[config.mk]
export PLATFORM = sky130hd
export DESIGN_NAME = roulette_wheel_selector_top_flat
export DESIGN_NICKNAME = d
export VERILOG_FILES = /design/src/rtl/rws_pkg.sv /design/src/rtl/rws_if.sv /design/src/rtl/rws_ram.sv /design/src/rtl/rws_csr.sv /design/src/rtl/rws_ctrl.sv /design/src/rtl/rws_dpath.sv /design/src/rtl/roulette_wheel_selector_top.sv /design/src/flat_wrapper.sv
export SDC_FILE = /design/constraint.sdc
export NUM_CORES = 2
export LEC_CHECK = 0
export ABC_AREA = 1
export BUFFER_PORTS_ARGS = -buffer_cell sky130_fd_sc_hd__buf_2
export CORE_ASPECT_RATIO = 1.2
export CORE_MARGIN = 2
export CORE_UTILIZATION = 35
export DETAILED_ROUTE_END_ITERATION = 12
export PLACE_DENSITY = 0.54
export SKIP_CTS_REPAIR_TIMING = 1
export SLEW_MARGIN = 0
export SYNTH_ARGS = -nofsm -noshare
export SYNTH_HDL_FRONTEND = slang
export SYNTH_HIERARCHICAL = 1
export SYNTH_SLANG_ARGS = --single-unit
[constraint.sdc]
create_clock -name clock -period 7.7 [get_ports clock]
set_clock_uncertainty 0.15 [all_clocks]
set_input_delay 1.54 -clock clock [delete_from_list [all_inputs] [get_ports clock]]
set_output_delay 1.54 -clock clock [all_outputs]
set_load 0.01 [all_outputs]
[src/rtl/rws_pkg.sv]
`timescale 1ns / 1ps
// ----------------------------------------------------------------------------
// Roulette wheel selector package
// Field widths, operation codes, defaults and the controller/datapath
// command and status bundles.
// ----------------------------------------------------------------------------
package rws_pkg;

   localparam int POP_MAX_DEF  = 64;
   localparam int FIT_BITS_DEF = 32;

   localparam int FUNC_W = 2;
   localparam int IDX_W  = 6;
   localparam int FIT_W  = 32;
   localparam int RND_W  = 16;
   localparam int POP_W  = 7;

   localparam int CSR_ADDR_W = 3;
   localparam int CSR_DATA_W = 32;

   localparam logic [POP_W-1:0] POP_RESET = 7'd64;

   // Register index, taken from the word address of the configuration port.
   localparam logic [CSR_ADDR_W-3:0] REG_POP_SIZE = 1'b0;

   localparam logic [FUNC_W-1:0] FUNC_CLEAR  = 2'd0;
   localparam logic [FUNC_W-1:0] FUNC_LOAD   = 2'd1;
   localparam logic [FUNC_W-1:0] FUNC_SELECT = 2'd2;

   typedef struct packed {
      logic latch;       // take the input word
      logic res_init;    // preset the result of the word
      logic cnt_clear;   // restart the entry counter
      logic sweep_wr;    // write zero at the counter, advance it
      logic total_clear; // zero the running total
      logic ld_rd;       // read the entry a load replaces
      logic ld_wr;       // write the new entry, adjust the total
      logic mul;         // form the two partial products of the slice
      logic slice;       // sum the slice, restart the walk
      logic walk_issue;  // read the entry at the counter, advance it
      logic walk_acc;    // add the entry just read to the running sum
      logic hit_cap;     // the entry just read is the chosen one
      logic zero_rd;     // read entry zero
      logic zero_cap;    // entry zero is the chosen one
      logic out_load;    // move the result to the output register
   } cmd_type;

   typedef struct packed {
      logic [FUNC_W-1:0] func;
      logic              in_range;   // load index below the size in use
      logic              more;       // walk counter below the size in use
      logic              hit;        // running sum passes the slice
      logic              sweep_last; // counter at the last table entry
   } sts_type;

endpackage

[src/rtl/rws_if.sv]
`timescale 1ns / 1ps
// ----------------------------------------------------------------------------
// Roulette wheel selector channels
// Valid/ready channels for the request word and the response word.
// ----------------------------------------------------------------------------
interface rws_req_if;
   logic                        valid;
   logic                        ready;
   logic [rws_pkg::FUNC_W-1:0]  func;
   logic [rws_pkg::IDX_W-1:0]   entry_index;
   logic [rws_pkg::FIT_W-1:0]   fitness_value;
   logic [rws_pkg::RND_W-1:0]   random_fraction;

   modport source (output valid, func, entry_index, fitness_value, random_fraction,
                   input ready);
   modport sink (input valid, func, entry_index, fitness_value, random_fraction,
                 output ready);
endinterface

interface rws_rsp_if;
   logic                        valid;
   logic                        ready;
   logic [rws_pkg::IDX_W-1:0]   chosen_index;
   logic [rws_pkg::FIT_W-1:0]   chosen_fitness;
   logic                        status;

   modport source (output valid, chosen_index, chosen_fitness, status, input ready);
   modport sink (input valid, chosen_index, chosen_fitness, status, output ready);
endinterface

[src/rtl/rws_ram.sv]
`timescale 1ns / 1ps
// ----------------------------------------------------------------------------
// Generic RAM
// One write port and one read port with registered read data.
// ----------------------------------------------------------------------------
module rws_ram #(
   parameter int WIDTH = 32,
   parameter int DEPTH = 64
) (
   input  logic                     clock,
   input  logic                     wr_en,
   input  logic [$clog2(DEPTH)-1:0] wr_addr,
   input  logic [WIDTH-1:0]         wr_data,
   input  logic                     rd_en,
   input  logic [$clog2(DEPTH)-1:0] rd_addr,
   output logic [WIDTH-1:0]         rd_data
);

   logic [WIDTH-1:0] mem_ff [DEPTH];
   logic [WIDTH-1:0] rd_data_ff;

   always_ff @(posedge clock) begin
      if (wr_en) begin
         mem_ff[wr_addr] <= wr_data;
      end
      if (rd_en) begin
         rd_data_ff <= mem_ff[rd_addr];
      end
   end

   assign rd_data = rd_data_ff;

endmodule

[src/rtl/rws_csr.sv]
`timescale 1ns / 1ps
// ----------------------------------------------------------------------------
// Roulette wheel selector configuration registers
// APB-style register port holding the population size.
// ----------------------------------------------------------------------------
module rws_csr (
   input  logic                           clock,
   input  logic                           reset,
   input  logic                           psel,
   input  logic                           penable,
   input  logic                           pwrite,
   input  logic [rws_pkg::CSR_ADDR_W-1:0] paddr,
   input  logic [rws_pkg::CSR_DATA_W-1:0] pwdata,
   output logic [rws_pkg::CSR_DATA_W-1:0] prdata,
   output logic                           pready,
   output logic [rws_pkg::POP_W-1:0]      pop_size
);

   logic [rws_pkg::POP_W-1:0]        pop_size_ff;
   logic [rws_pkg::POP_W-1:0]        pop_size_in;
   logic [rws_pkg::CSR_ADDR_W-3:0]   reg_sel;
   logic                             wr_hit;

   assign reg_sel = paddr[rws_pkg::CSR_ADDR_W-1:2];
   assign wr_hit  = psel && penable && pwrite && (reg_sel == rws_pkg::REG_POP_SIZE);

   always_comb begin
      pop_size_in = pop_size_ff;
      if (wr_hit) begin
         pop_size_in = pwdata[rws_pkg::POP_W-1:0];
      end
   end

   always_ff @(posedge clock) begin
      if (reset) begin
         pop_size_ff <= rws_pkg::POP_RESET;
      end else begin
         pop_size_ff <= pop_size_in;
      end
   end

   always_comb begin
      prdata = '0;
      if (reg_sel == rws_pkg::REG_POP_SIZE) begin
         prdata = rws_pkg::CSR_DATA_W'(pop_size_ff);
      end
   end

   assign pready   = 1'b1;
   assign pop_size = pop_size_ff;

endmodule

[src/rtl/rws_ctrl.sv]
`timescale 1ns / 1ps
// ----------------------------------------------------------------------------
// Roulette wheel selector controller
// Sequences clear sweeps, loads and the selection walk over the table.
// ----------------------------------------------------------------------------
module rws_ctrl (
   input  logic              clock,
   input  logic              reset,
   input  logic              req_valid,
   output logic              req_ready,
   output logic              rsp_valid,
   input  logic              rsp_ready,
   output rws_pkg::cmd_type  cmd,
   input  rws_pkg::sts_type  sts
);

   typedef enum logic [3:0] {
      S_INIT,
      S_IDLE,
      S_DISP,
      S_CLEAR,
      S_LDWR,
      S_MUL,
      S_SLICE,
      S_WALK,
      S_ZCAP,
      S_DONE
   } state_type;

   state_type state_ff, state_in;
   logic      pend_ff, pend_in;     // a walk read is in flight
   logic      rsp_valid_ff, rsp_valid_in;

   always_comb begin
      state_in     = state_ff;
      pend_in      = pend_ff;
      rsp_valid_in = rsp_valid_ff && !rsp_ready;
      cmd          = '0;
      case (state_ff)
         S_INIT: begin
            cmd.sweep_wr = 1'b1;
            if (sts.sweep_last) begin
               state_in = S_IDLE;
            end
         end
         S_IDLE: begin
            if (req_valid) begin
               cmd.latch = 1'b1;
               state_in  = S_DISP;
            end
         end
         S_DISP: begin
            cmd.res_init = 1'b1;
            case (sts.func)
               rws_pkg::FUNC_CLEAR: begin
                  cmd.cnt_clear = 1'b1;
                  state_in      = S_CLEAR;
               end
               rws_pkg::FUNC_LOAD: begin
                  if (sts.in_range) begin
                     cmd.ld_rd = 1'b1;
                     state_in  = S_LDWR;
                  end else begin
                     state_in  = S_DONE;
                  end
               end
               rws_pkg::FUNC_SELECT: begin
                  state_in = S_MUL;
               end
               default: begin
                  state_in = S_DONE;
               end
            endcase
         end
         S_CLEAR: begin
            cmd.sweep_wr = 1'b1;
            if (sts.sweep_last) begin
               cmd.total_clear = 1'b1;
               state_in        = S_DONE;
            end
         end
         S_LDWR: begin
            cmd.ld_wr = 1'b1;
            state_in  = S_DONE;
         end
         S_MUL: begin
            cmd.mul  = 1'b1;
            state_in = S_SLICE;
         end
         S_SLICE: begin
            cmd.slice = 1'b1;
            pend_in   = 1'b0;
            state_in  = S_WALK;
         end
         S_WALK: begin
            if (pend_ff && sts.hit) begin
               cmd.hit_cap = 1'b1;
               pend_in     = 1'b0;
               state_in    = S_DONE;
            end else begin
               cmd.walk_acc = pend_ff;
               if (sts.more) begin
                  cmd.walk_issue = 1'b1;
                  pend_in        = 1'b1;
               end else if (pend_ff) begin
                  pend_in = 1'b0;
               end else begin
                  cmd.zero_rd = 1'b1;
                  state_in    = S_ZCAP;
               end
            end
         end
         S_ZCAP: begin
            cmd.zero_cap = 1'b1;
            state_in     = S_DONE;
         end
         S_DONE: begin
            if (!rsp_valid_ff || rsp_ready) begin
               cmd.out_load = 1'b1;
               rsp_valid_in = 1'b1;
               state_in     = S_IDLE;
            end
         end
         default: begin
            state_in = S_IDLE;
         end
      endcase
   end

   always_ff @(posedge clock) begin
      if (reset) begin
         state_ff     <= S_INIT;
         pend_ff      <= 1'b0;
         rsp_valid_ff <= 1'b0;
      end else begin
         state_ff     <= state_in;
         pend_ff      <= pend_in;
         rsp_valid_ff <= rsp_valid_in;
      end
   end

   assign req_ready = (state_ff == S_IDLE);
   assign rsp_valid = rsp_valid_ff;

endmodule

[src/rtl/rws_dpath.sv]
`timescale 1ns / 1ps
// ----------------------------------------------------------------------------
// Roulette wheel selector datapath
// Fitness table, running total, slice multiplier and the selection walk.
// ----------------------------------------------------------------------------
module rws_dpath #(
   parameter int POP_MAX  = rws_pkg::POP_MAX_DEF,
   parameter int FIT_BITS = rws_pkg::FIT_BITS_DEF
) (
   input  logic                        clock,
   input  logic                        reset,
   input  rws_pkg::cmd_type            cmd,
   output rws_pkg::sts_type            sts,
   input  logic [rws_pkg::FUNC_W-1:0]  req_func,
   input  logic [rws_pkg::IDX_W-1:0]   req_entry_index,
   input  logic [rws_pkg::FIT_W-1:0]   req_fitness_value,
   input  logic [rws_pkg::RND_W-1:0]   req_random_fraction,
   input  logic [rws_pkg::POP_W-1:0]   pop_size,
   output logic [rws_pkg::IDX_W-1:0]   rsp_chosen_index,
   output logic [rws_pkg::FIT_W-1:0]   rsp_chosen_fitness,
   output logic                        rsp_status
);

   localparam int ADDR_W = $clog2(POP_MAX);
   localparam int CNT_W  = ADDR_W + 1;
   localparam int N_W    = (CNT_W > rws_pkg::POP_W) ? CNT_W : rws_pkg::POP_W;
   localparam int TOT_W  = FIT_BITS + ADDR_W;
   localparam int EXT_W  = (TOT_W > rws_pkg::RND_W) ? TOT_W : rws_pkg::RND_W + 1;
   localparam int LO_W   = 2 * rws_pkg::RND_W;

   // Item registers.
   logic [rws_pkg::FUNC_W-1:0] func_ff, func_in;
   logic [rws_pkg::IDX_W-1:0]  idx_ff, idx_in;
   logic [FIT_BITS-1:0]        fit_ff, fit_in;
   logic [rws_pkg::RND_W-1:0]  rnd_ff, rnd_in;

   // Working state.
   logic [CNT_W-1:0]  cnt_ff, cnt_in;
   logic [ADDR_W-1:0] chk_ff, chk_in;
   logic [TOT_W-1:0]  total_ff, total_in;
   logic [TOT_W-1:0]  slice_ff, slice_in;
   logic [TOT_W-1:0]  run_ff, run_in;
   logic [EXT_W-1:0]  hi_ff, hi_in;
   logic [LO_W-1:0]   lo_ff, lo_in;

   // Result and output registers.
   logic [ADDR_W-1:0]         chosen_ff, chosen_in;
   logic [FIT_BITS-1:0]       cfit_ff, cfit_in;
   logic                      stat_ff, stat_in;
   logic [rws_pkg::IDX_W-1:0] out_idx_ff, out_idx_in;
   logic [rws_pkg::FIT_W-1:0] out_fit_ff, out_fit_in;
   logic                      out_stat_ff, out_stat_in;

   // Table port signals.
   logic                ram_we;
   logic [ADDR_W-1:0]   ram_waddr;
   logic [FIT_BITS-1:0] ram_wdata;
   logic                ram_re;
   logic [ADDR_W-1:0]   ram_raddr;
   logic [FIT_BITS-1:0] ram_rdata;

   logic [N_W-1:0]    size_ext;
   logic [N_W-1:0]    n_use;
   logic [ADDR_W-1:0] idx_addr;
   logic [EXT_W-1:0]  tot_ext;
   logic [TOT_W-1:0]  run_sum;
   logic              in_range;

   assign size_ext = N_W'(pop_size);
   assign n_use    = (size_ext < N_W'(POP_MAX)) ? size_ext : N_W'(POP_MAX);
   assign in_range = N_W'(idx_ff) < n_use;
   assign idx_addr = ADDR_W'(idx_ff);
   assign tot_ext  = EXT_W'(total_ff);
   assign run_sum  = run_ff + TOT_W'(ram_rdata);

   assign sts.func       = func_ff;
   assign sts.in_range   = in_range;
   assign sts.more       = N_W'(cnt_ff) < n_use;
   assign sts.hit        = run_sum > slice_ff;
   assign sts.sweep_last = cnt_ff == CNT_W'(POP_MAX - 1);

   // Table ports.
   always_comb begin
      ram_we    = 1'b0;
      ram_waddr = cnt_ff[ADDR_W-1:0];
      ram_wdata = '0;
      if (cmd.sweep_wr) begin
         ram_we = 1'b1;
      end else if (cmd.ld_wr) begin
         ram_we    = 1'b1;
         ram_waddr = idx_addr;
         ram_wdata = fit_ff;
      end
   end

   always_comb begin
      ram_re    = cmd.ld_rd || cmd.walk_issue || cmd.zero_rd;
      ram_raddr = '0;
      if (cmd.ld_rd) begin
         ram_raddr = idx_addr;
      end else if (cmd.walk_issue) begin
         ram_raddr = cnt_ff[ADDR_W-1:0];
      end
   end

   rws_ram #(
      .WIDTH (FIT_BITS),
      .DEPTH (POP_MAX)
   ) u_table (
      .clock   (clock),
      .wr_en   (ram_we),
      .wr_addr (ram_waddr),
      .wr_data (ram_wdata),
      .rd_en   (ram_re),
      .rd_addr (ram_raddr),
      .rd_data (ram_rdata)
   );

   // Next values.
   always_comb begin
      func_in     = func_ff;
      idx_in      = idx_ff;
      fit_in      = fit_ff;
      rnd_in      = rnd_ff;
      cnt_in      = cnt_ff;
      chk_in      = chk_ff;
      total_in    = total_ff;
      slice_in    = slice_ff;
      run_in      = run_ff;
      hi_in       = hi_ff;
      lo_in       = lo_ff;
      chosen_in   = chosen_ff;
      cfit_in     = cfit_ff;
      stat_in     = stat_ff;
      out_idx_in  = out_idx_ff;
      out_fit_in  = out_fit_ff;
      out_stat_in = out_stat_ff;

      if (cmd.latch) begin
         func_in = req_func;
         idx_in  = req_entry_index;
         fit_in  = FIT_BITS'(req_fitness_value);
         rnd_in  = req_random_fraction;
      end
      if (cmd.res_init) begin
         chosen_in = '0;
         cfit_in   = '0;
         stat_in   = (func_ff == rws_pkg::FUNC_LOAD) && !in_range;
      end
      if (cmd.cnt_clear) begin
         cnt_in = '0;
      end
      if (cmd.sweep_wr) begin
         cnt_in = cnt_ff + CNT_W'(1);
      end
      if (cmd.total_clear) begin
         total_in = '0;
      end
      if (cmd.ld_wr) begin
         total_in = total_ff - TOT_W'(ram_rdata) + TOT_W'(fit_ff);
      end
      if (cmd.mul) begin
         // Slice is (total * r) >> 16, split at bit 16 of the total.
         hi_in = EXT_W'(tot_ext[EXT_W-1:rws_pkg::RND_W]) * EXT_W'(rnd_ff);
         lo_in = LO_W'(tot_ext[rws_pkg::RND_W-1:0]) * LO_W'(rnd_ff);
      end
      if (cmd.slice) begin
         slice_in = TOT_W'(hi_ff + EXT_W'(lo_ff[LO_W-1:rws_pkg::RND_W]));
         run_in   = '0;
         cnt_in   = '0;
      end
      if (cmd.walk_acc) begin
         run_in = run_sum;
      end
      if (cmd.walk_issue) begin
         chk_in = cnt_ff[ADDR_W-1:0];
         cnt_in = cnt_ff + CNT_W'(1);
      end
      if (cmd.hit_cap) begin
         chosen_in = chk_ff;
         cfit_in   = ram_rdata;
      end
      if (cmd.zero_cap) begin
         chosen_in = '0;
         cfit_in   = ram_rdata;
      end
      if (cmd.out_load) begin
         out_idx_in  = rws_pkg::IDX_W'(chosen_ff);
         out_fit_in  = rws_pkg::FIT_W'(cfit_ff);
         out_stat_in = stat_ff;
      end
   end

   always_ff @(posedge clock) begin
      if (reset) begin
         cnt_ff   <= '0;
         total_ff <= '0;
      end else begin
         cnt_ff   <= cnt_in;
         total_ff <= total_in;
      end
   end

   always_ff @(posedge clock) begin
      func_ff     <= func_in;
      idx_ff      <= idx_in;
      fit_ff      <= fit_in;
      rnd_ff      <= rnd_in;
      chk_ff      <= chk_in;
      slice_ff    <= slice_in;
      run_ff      <= run_in;
      hi_ff       <= hi_in;
      lo_ff       <= lo_in;
      chosen_ff   <= chosen_in;
      cfit_ff     <= cfit_in;
      stat_ff     <= stat_in;
      out_idx_ff  <= out_idx_in;
      out_fit_ff  <= out_fit_in;
      out_stat_ff <= out_stat_in;
   end

   assign rsp_chosen_index   = out_idx_ff;
   assign rsp_chosen_fitness = out_fit_ff;
   assign rsp_status         = out_stat_ff;

endmodule

[src/rtl/roulette_wheel_selector_top.sv]
`timescale 1ns / 1ps
// ----------------------------------------------------------------------------
// Roulette wheel selector
// Fitness proportionate selection over a table of Q16.16 member fitness
// values with clear, load and select operations.
// ----------------------------------------------------------------------------
//
//  Channel   Direction  Handshake            Contents
//  req_ch    in         valid/ready          func, entry_index, fitness_value,
//                                            random_fraction
//  rsp_ch    out        valid/ready          chosen_index, chosen_fitness, status
//  csr_*     in/out     APB setup + access   pop_size at byte address 0
//
//  A load reads the entry it replaces, then writes the new entry and adjusts
//  the total; a rejected load goes straight to its result, and a clear sweeps
//  the table to zero, then zeros the total. A select forms the slice in a
//  multiply step and a sum step; the table has one read port and the walk
//  reads one entry per cycle. After reset the table is swept to zero, with
//  req_ch not ready. The next word is taken while a finished result still
//  waits in the output register; a stalled rsp_ch holds only the word being
//  completed.
// ----------------------------------------------------------------------------
module roulette_wheel_selector_top #(
   parameter int POP_MAX  = rws_pkg::POP_MAX_DEF,
   parameter int FIT_BITS = rws_pkg::FIT_BITS_DEF
) (
   input  logic                           clock,
   input  logic                           reset,
   rws_req_if.sink                        req_ch,
   rws_rsp_if.source                      rsp_ch,
   input  logic                           csr_psel,
   input  logic                           csr_penable,
   input  logic                           csr_pwrite,
   input  logic [rws_pkg::CSR_ADDR_W-1:0] csr_paddr,
   input  logic [rws_pkg::CSR_DATA_W-1:0] csr_pwdata,
   output logic [rws_pkg::CSR_DATA_W-1:0] csr_prdata,
   output logic                           csr_pready
);

   rws_pkg::cmd_type           cmd;
   rws_pkg::sts_type           sts;
   logic [rws_pkg::POP_W-1:0]  pop_size;

   // Population size register, written by the user only while idle; unchecked.
   rws_csr u_csr (
      .clock    (clock),
      .reset    (reset),
      .psel     (csr_psel),
      .penable  (csr_penable),
      .pwrite   (csr_pwrite),
      .paddr    (csr_paddr),
      .pwdata   (csr_pwdata),
      .prdata   (csr_prdata),
      .pready   (csr_pready),
      .pop_size (pop_size)
   );

   // The controller owns the handshakes and steps the datapath one command
   // set per cycle.
   rws_ctrl u_ctrl (
      .clock     (clock),
      .reset     (reset),
      .req_valid (req_ch.valid),
      .req_ready (req_ch.ready),
      .rsp_valid (rsp_ch.valid),
      .rsp_ready (rsp_ch.ready),
      .cmd       (cmd),
      .sts       (sts)
   );

   // The datapath holds the table, the total, the slice and the output word.
   rws_dpath #(
      .POP_MAX  (POP_MAX),
      .FIT_BITS (FIT_BITS)
   ) u_dpath (
      .clock               (clock),
      .reset               (reset),
      .cmd                 (cmd),
      .sts                 (sts),
      .req_func            (req_ch.func),
      .req_entry_index     (req_ch.entry_index),
      .req_fitness_value   (req_ch.fitness_value),
      .req_random_fraction (req_ch.random_fraction),
      .pop_size            (pop_size),
      .rsp_chosen_index    (rsp_ch.chosen_index),
      .rsp_chosen_fitness  (rsp_ch.chosen_fitness),
      .rsp_status          (rsp_ch.status)
   );

endmodule

[src/flat_wrapper.sv]
// flat-port wrapper written by rule: the top's interface ports become plain ports
module roulette_wheel_selector_top_flat 
#(
   parameter int POP_MAX  = rws_pkg::POP_MAX_DEF,
   parameter int FIT_BITS = rws_pkg::FIT_BITS_DEF
)
  (clock, reset, csr_psel, csr_penable, csr_pwrite, csr_paddr, csr_pwdata, csr_prdata, csr_pready, req_ch_valid, req_ch_func, req_ch_entry_index, req_ch_fitness_value, req_ch_random_fraction, req_ch_ready, rsp_ch_valid, rsp_ch_chosen_index, rsp_ch_chosen_fitness, rsp_ch_status, rsp_ch_ready);
  rws_req_if req_ch_i ();
  rws_rsp_if rsp_ch_i ();
  input  logic clock;
  input  logic reset;
  input  logic csr_psel;
  input  logic csr_penable;
  input  logic csr_pwrite;
  input  logic [rws_pkg::CSR_ADDR_W-1:0] csr_paddr;
  input  logic [rws_pkg::CSR_DATA_W-1:0] csr_pwdata;
  output logic [rws_pkg::CSR_DATA_W-1:0] csr_prdata;
  output logic csr_pready;
  input wire logic [$bits(req_ch_i.valid)-1:0] req_ch_valid;
  input wire logic [$bits(req_ch_i.func)-1:0] req_ch_func;
  input wire logic [$bits(req_ch_i.entry_index)-1:0] req_ch_entry_index;
  input wire logic [$bits(req_ch_i.fitness_value)-1:0] req_ch_fitness_value;
  input wire logic [$bits(req_ch_i.random_fraction)-1:0] req_ch_random_fraction;
  output wire logic [$bits(req_ch_i.ready)-1:0] req_ch_ready;
  output wire logic [$bits(rsp_ch_i.valid)-1:0] rsp_ch_valid;
  output wire logic [$bits(rsp_ch_i.chosen_index)-1:0] rsp_ch_chosen_index;
  output wire logic [$bits(rsp_ch_i.chosen_fitness)-1:0] rsp_ch_chosen_fitness;
  output wire logic [$bits(rsp_ch_i.status)-1:0] rsp_ch_status;
  input wire logic [$bits(rsp_ch_i.ready)-1:0] rsp_ch_ready;
  assign req_ch_i.valid = req_ch_valid;
  assign req_ch_i.func = req_ch_func;
  assign req_ch_i.entry_index = req_ch_entry_index;
  assign req_ch_i.fitness_value = req_ch_fitness_value;
  assign req_ch_i.random_fraction = req_ch_random_fraction;
  assign req_ch_ready = req_ch_i.ready;
  assign rsp_ch_valid = rsp_ch_i.valid;
  assign rsp_ch_chosen_index = rsp_ch_i.chosen_index;
  assign rsp_ch_chosen_fitness = rsp_ch_i.chosen_fitness;
  assign rsp_ch_status = rsp_ch_i.status;
  assign rsp_ch_i.ready = rsp_ch_ready;
  roulette_wheel_selector_top #(.POP_MAX(POP_MAX), .FIT_BITS(FIT_BITS)) u_core (.clock(clock), .reset(reset), .req_ch(req_ch_i), .rsp_ch(rsp_ch_i), .csr_psel(csr_psel), .csr_penable(csr_penable), .csr_pwrite(csr_pwrite), .csr_paddr(csr_paddr), .csr_pwdata(csr_pwdata), .csr_prdata(csr_prdata), .csr_pready(csr_pready));
endmodule
Yosys cells after proc, flatten, opt, wreduce, memory -nomap -nowiden
Memories as Yosys holds them, arrays and structs flattened. A register that Yosys moved wholly into a read port is not among the register bits.
Index checks and enable logic that the tools add are counted.

word-level totals
  bits in registers = 344
  bits in writable memories = 2048
  output and inout port bits = 74
  memories = 1

cells by class
  add/sub/neg operators = 5
  multipliers = 2
  $lt $le $gt $ge = 4
  equal/unequal tests = 18
  multiplexer cells = 62
  bitwise gates (word level) = 1
  reductions and logical operators = 23

memory list
  name                           depth  width  rd ports  clocked after Yosys merged registers in  wr ports  line           RTL
  u_core.u_dpath.u_table.mem_ff  64     32     1         1                                        1         rws_ram.sv:19  logic [WIDTH-1:0] mem_ff [DEPTH];

operators with widths
  operator               count
  $mux W32               5
  $mux W38               4
  $add A38 B32 Y38       2
  $mux W7                6
  $add A38 B16 Y38       1
  $gt A38 B38 Y1         1
  $mul A22 B16 Y38       1
  $sub A38 B32 Y38       1
  $mux W4                9
  $mux W6                6
  $pmux W4 S9            1
  $mul A16 B16 Y32       1
  $mux W1                27
  $eq A4 B3 Y1 const B   4
  $pmux W4 S3            1
  $eq A4 B2 Y1 const B   2
  $eq A4 B4 Y1 const B   2
  $reduce_bool A2 Y1     4
  $add A7 B1 Y7 const B  1
  $eq A7 B6 Y1 const B   1
  $lt A6 B7 Y1           1
  $lt A7 B7 Y1           1
  $lt A7 B7 Y1 const B   1
  $logic_and A1 B1 Y1    6
  other kinds (17)       26

Logic depth before layout (Yosys ltp)
  depth in word-level cells = 8
  gate-level depth with buffers = 47

By module
Netlist, hierarchy kept.

modules (own cells, without submodules)
  module     times used  cells each  area an instance (µm²)  seq. area each (µm²)
  rws_ram    1           6769        83058.4                 62459.9
  rws_dpath  1           5170        40423.8                 8948.6
  rws_csr    1           91          605.6                   140.1
  rws_ctrl   1           105         583.1                   120.1

Least setup slack after synthesis
No wires, ideal clock.

  path type = reg-to-reg
  start point = register u_core/u_dpath/rnd_ff[1] (netlist bit)
  end point = register u_core.u_dpath.lo_ff[27] (data pin)
  setup time = 0.252 ns
  arrival time = 5.369 ns
  slack = 1.929 ns
  stages on the path, launching flop included = 24
  buffers on the path = 2
  cell sequence = edfxtp_1 clkbuf_1 buf_1 nand2_1 fa_1 inv_1 fa_1 inv_1 fa_1 inv_1 fa_1 inv_1 fa_1 inv_1 fa_1 ha_1 a21oi_1 nand2_1 a21oi_1 nor2_1 a211oi_1 nand2_1 nand2_1 nand2_1

on the way
  cells in the longest elaborated chain, start to end = 1

RTL lines
  element                 line              RTL
  from (decl)             rws_dpath.sv:35   logic [rws_pkg::RND_W-1:0] rnd_ff, rnd_in;
  from (signal assigned)  rws_dpath.sv:208  rnd_ff <= rnd_in;
  $mul A16 B16 Y32        rws_dpath.sv:165  lo_in = LO_W'(tot_ext[rws_pkg::RND_W-1:0]) * LO_W'(rnd_ff);
  to (signal assigned)    rws_dpath.sv:213  lo_ff <= lo_in;
  to (decl)               rws_dpath.sv:44   logic [LO_W-1:0] lo_ff, lo_in;

Every way passes these cells.
A chain may end at the register's enable or synchronous reset.

==> impl_metrics.tcl <==
set metrics [dict create \
    status "finished clean" \
    yosys_warnings 6 \
    whs_ps 198 \
    r2r_start "u_core/u_dpath/u_table/rd_data[5]$_DFFE_PP_" \
    dieArea_mm2 0.361 \
    grt.overflow.total 0 \
    setup-violations-final 0 \
    io_buffers 118 \
    hold_viol 0 \
    ioPinCount 172 \
    grt_max_degree 145 \
    critPathLaunch "u_core/u_dpath/u_table/rd_data[5]$_DFFE_PP_" \
    dr.pass1.iters 6 \
    dpl.hpwl_um 244000 \
    drc 0 \
    worstMarginPinSlew_ps 1280 \
    max_freq_mhz 140 \
    power.density_mw_per_mm2 186 \
    crit_top_cell "nand2_1" \
    synth_area_mm2 0.125 \
    vias 86600 \
    path_class "reg -> reg" \
    grt_pass1_wl_um 559000 \
    vdd_drop_max_mv 0.217 \
    post-route-period-util_pct 92.8 \
    clockBufferDepth 4 \
    postLayoutCoreUtil_pct 39.4 \
    clockRootBuffer "clkbuf_16" \
    gr-usage-all-layers_pct 20.8 \
    numCtsBuffers 238 \
    cts_max_level 4 \
    cp_slowest_cell "edfxtp_1" \
    cts_tree "built" \
    initial_core_util_pct 35.1 \
    worst_ep_required_time_ps 8150 \
    relSlewSlack_pct 13.9 \
    area_growth_pct 12.3 \
    grt_pass1_vias 84400 \
    drive_above_1_share_pct 8.25 \
    synth-seq-cells 2408 \
    dieWidth_um 549 \
    worstPathArrival_ps 7600 \
    hp-start "u_core/u_dpath/cfit_ff[18]$_DFFE_PP_" \
    die_y_um 658 \
    postRouteAntennaNets 0 \
    wl_um 380000 \
    gp_congestion 0.920 \
    rsz0062_at_grt "no" \
    vias_per_cell 5.05 \
    synth_edf_count 2344 \
    synth-main-ff-cell "edfxtp_1" \
    slew_violations 0 \
    start_kind "flop" \
    yosysSeqAreaShare_pct 57.5 \
    clkTransAtPathRegs_ps 60 \
    cts_sinks 2408 \
    final_cell_area_mm2 0.140 \
    crit_path_end_kind "flop" \
    max_cap_violations 0 \
    crit_path_max_fanout 93 \
    insertion_delay_ps 930 \
    layout.nets 13200 \
    p_leak_uw 0.0564 \
    num_rows 240 \
    hp-class "reg -> reg" \
    async_reset_ff_share_pct 0 \
    slowest_delay_ps 560 \
    postSynthAreaPerCell_um2 10.3 \
    wl_per_cell_um 22.2 \
    antenna_found_initial 16 \
    synth_cell_type_count 67 \
    coreArea_mm2 0.355 \
    period_needed_ps 7150 \
    syn_inst 12100 \
    drt_iter0_markers 8155 \
    fin_setup_tns_ps 0 \
    dpl-instance-area_mm2 0.132 \
]
-- cell usage after synthesis (10+ instances only) --
| library cell | number | area (um2) |
|---|---|---|
| xnor2_1 | 25 | 219 |
| buf_2 | 289 | 1450 |
| nand3b_1 | 14 | 105 |
| xor2_1 | 63 | 552 |
| nand4_1 | 36 | 225 |
| dfxtp_1 | 64 | 1280 |
| edfxtp_1 | 2344 | 70400 |
| clkbuf_1 | 211 | 792 |
| inv_2 | 10 | 37.5 |
| o21ai_0 | 121 | 606 |
| inv_1 | 1350 | 5070 |
| nor4_1 | 20 | 125 |
| o21ai_1 | 21 | 105 |
| nand2_1 | 3602 | 13500 |
| buf_1 | 66 | 248 |
| nand3_1 | 2057 | 10300 |
| o21a_1 | 11 | 82.6 |
| nor2_1 | 432 | 1620 |
| nand2_2 | 19 | 119 |
| fa_1 | 505 | 10100 |
| ha_1 | 347 | 4340 |
| nor3_1 | 56 | 280 |
| o21bai_1 | 13 | 97.6 |
| a21boi_0 | 19 | 143 |
| buf_4 | 73 | 548 |
| a21oi_1 | 242 | 1210 |
-- metal layers --
| layer | up-vias | GRT usage (%) | share of wire, % |
|---|---|---|---|
| li1 | 40500 | - | - |
| met1 | 42800 | 27.5 | 41 |
| met2 | 2765 | 35.4 | 49 |
| met3 | 549 | 2.09 | 6.3 |
| met4 | 0 | 7.14 | 3.7 |
| met5 | - | 0 | 0 |
-- path summary, 6_finish.rpt --
| kind | to | slack, ps | cells after the start |
|---|---|---|---|
| worst min register to register | u_core/u_dpath/rsp_chosen_fitness[18]$_DFFE_PP_ | 200 | 0 |
| worst max-delay path | u_core/u_dpath/u_table/rd_data[19]$_DFFE_PP_ | 550 | 37 |
| worst min-delay path | u_core/u_dpath/rsp_chosen_fitness[18]$_DFFE_PP_ | 200 | 0 |
| worst max register to register | u_core/u_dpath/u_table/rd_data[19]$_DFFE_PP_ | 550 | 37 |
-- critical path: cells and delay by family (launching register included) --
kind / cells / cell delay, ps
compound gates: 3 / 760
fa+ha+maj: 2 / 730
buf+inv: 7 / 1230
xor+xnor: 1 / 330
simple gates: 24 / 2930
flops: 1 / 560
-- power breakdown --
group,leakage (uW),total [uW],switching (uW),internal (uW)
logic,0.0307,254,189,64.3
clock network,0.00371,11500,5030,6510
registers,0.0221,14200,15.4,14200
-- flip-flops by register name (all words and copies together), names as in the netlist, 2 cells and up --
register,count
u_core/u_dpath/hi_ff,38
u_core/u_dpath/cfit_ff,32
u_core/u_dpath/u_table/mem_ff,2048
u_core/u_dpath/chosen_ff,6
u_core/u_dpath/idx_addr,6
u_core/u_dpath/cnt_ff,7
u_core/u_dpath/slice_ff,38
u_core/u_dpath/run_ff,38
u_core/u_dpath/lo_ff,16
u_core/u_dpath/rsp_chosen_index,6
u_core/u_dpath/u_table/rd_data,32
u_core/u_dpath/rsp_chosen_fitness,32
u_core/u_ctrl/state_ff,4
u_core/u_dpath/chk_ff,6
u_core/u_dpath/tot_ext,38
u_core/u_dpath/func_ff,2
u_core/u_dpath/fit_ff,32
u_core/u_csr/pop_size,7
u_core/u_dpath/rnd_ff,16
-- final cells by class --
cell class / instances / area (um2)
flip-flops and latches: 2408 / 71700
diodes: 5 / 12.5
multi-input cells: 7740 / 45700
fillers: 34500 / 215000
clock inverters: 143 / 1270
well taps: 4719 / 5900
clock buffers: 288 / 6280
repair buffers: 484 / 4080
inverters: 1366 / 5160
-- cell usage in the layout (no fill, tap or decap), types with 11 or more instances in the layout --
cell	count
edfxtp_1	2344
fa_1	505
o21ai_1	24
buf_4	307
o21bai_1	13
ha_1	347
o21a_1	11
nand3_1	2057
a21boi_0	19
conb_1	26
clkinv_1	59
buf_2	118
clkinv_2	47
o21ai_0	112
clkbuf_1	42
inv_1	1347
a21oi_1	242
xnor2_1	25
xor2_1	63
bufinv_16	22
clkbuf_16	243
nor2_1	340
buf_12	59
nand4_1	36
nand2_1	3600
nor4_1	12
nand3b_1	14
dfxtp_1	64
nor3_1	54
nor2_4	99
nand2_2	20
-- kinds of logic after synthesis --
kind of cell	Yosys count	synth area share, %
AOI/OAI and AO/OA	488	2.21
xor gates and xnor gates	90	0.644
adders and majority gates	852	11.6
buffers and inverters	2011	6.61
DFF	2408	57.5
other	2	0.00602
and+or+nand+nor	6284	21.5
-- metrics by stage --
| stage | power, uW | worst slack [ps] | std cells |
|---|---|---|---|
| final | 26000 | 551 | 17200 |
| after global routing | 26700 | 11.1 | 17200 |
| after CTS | 26200 | 533 | 17100 |
| after detailed placement | 14800 | 637 | 16700 |
| after global placement | 14800 | 670 | 16700 |
| after floorplan | 14700 | 1930 | 12200 |
Power figures use the tool's default switching activity.
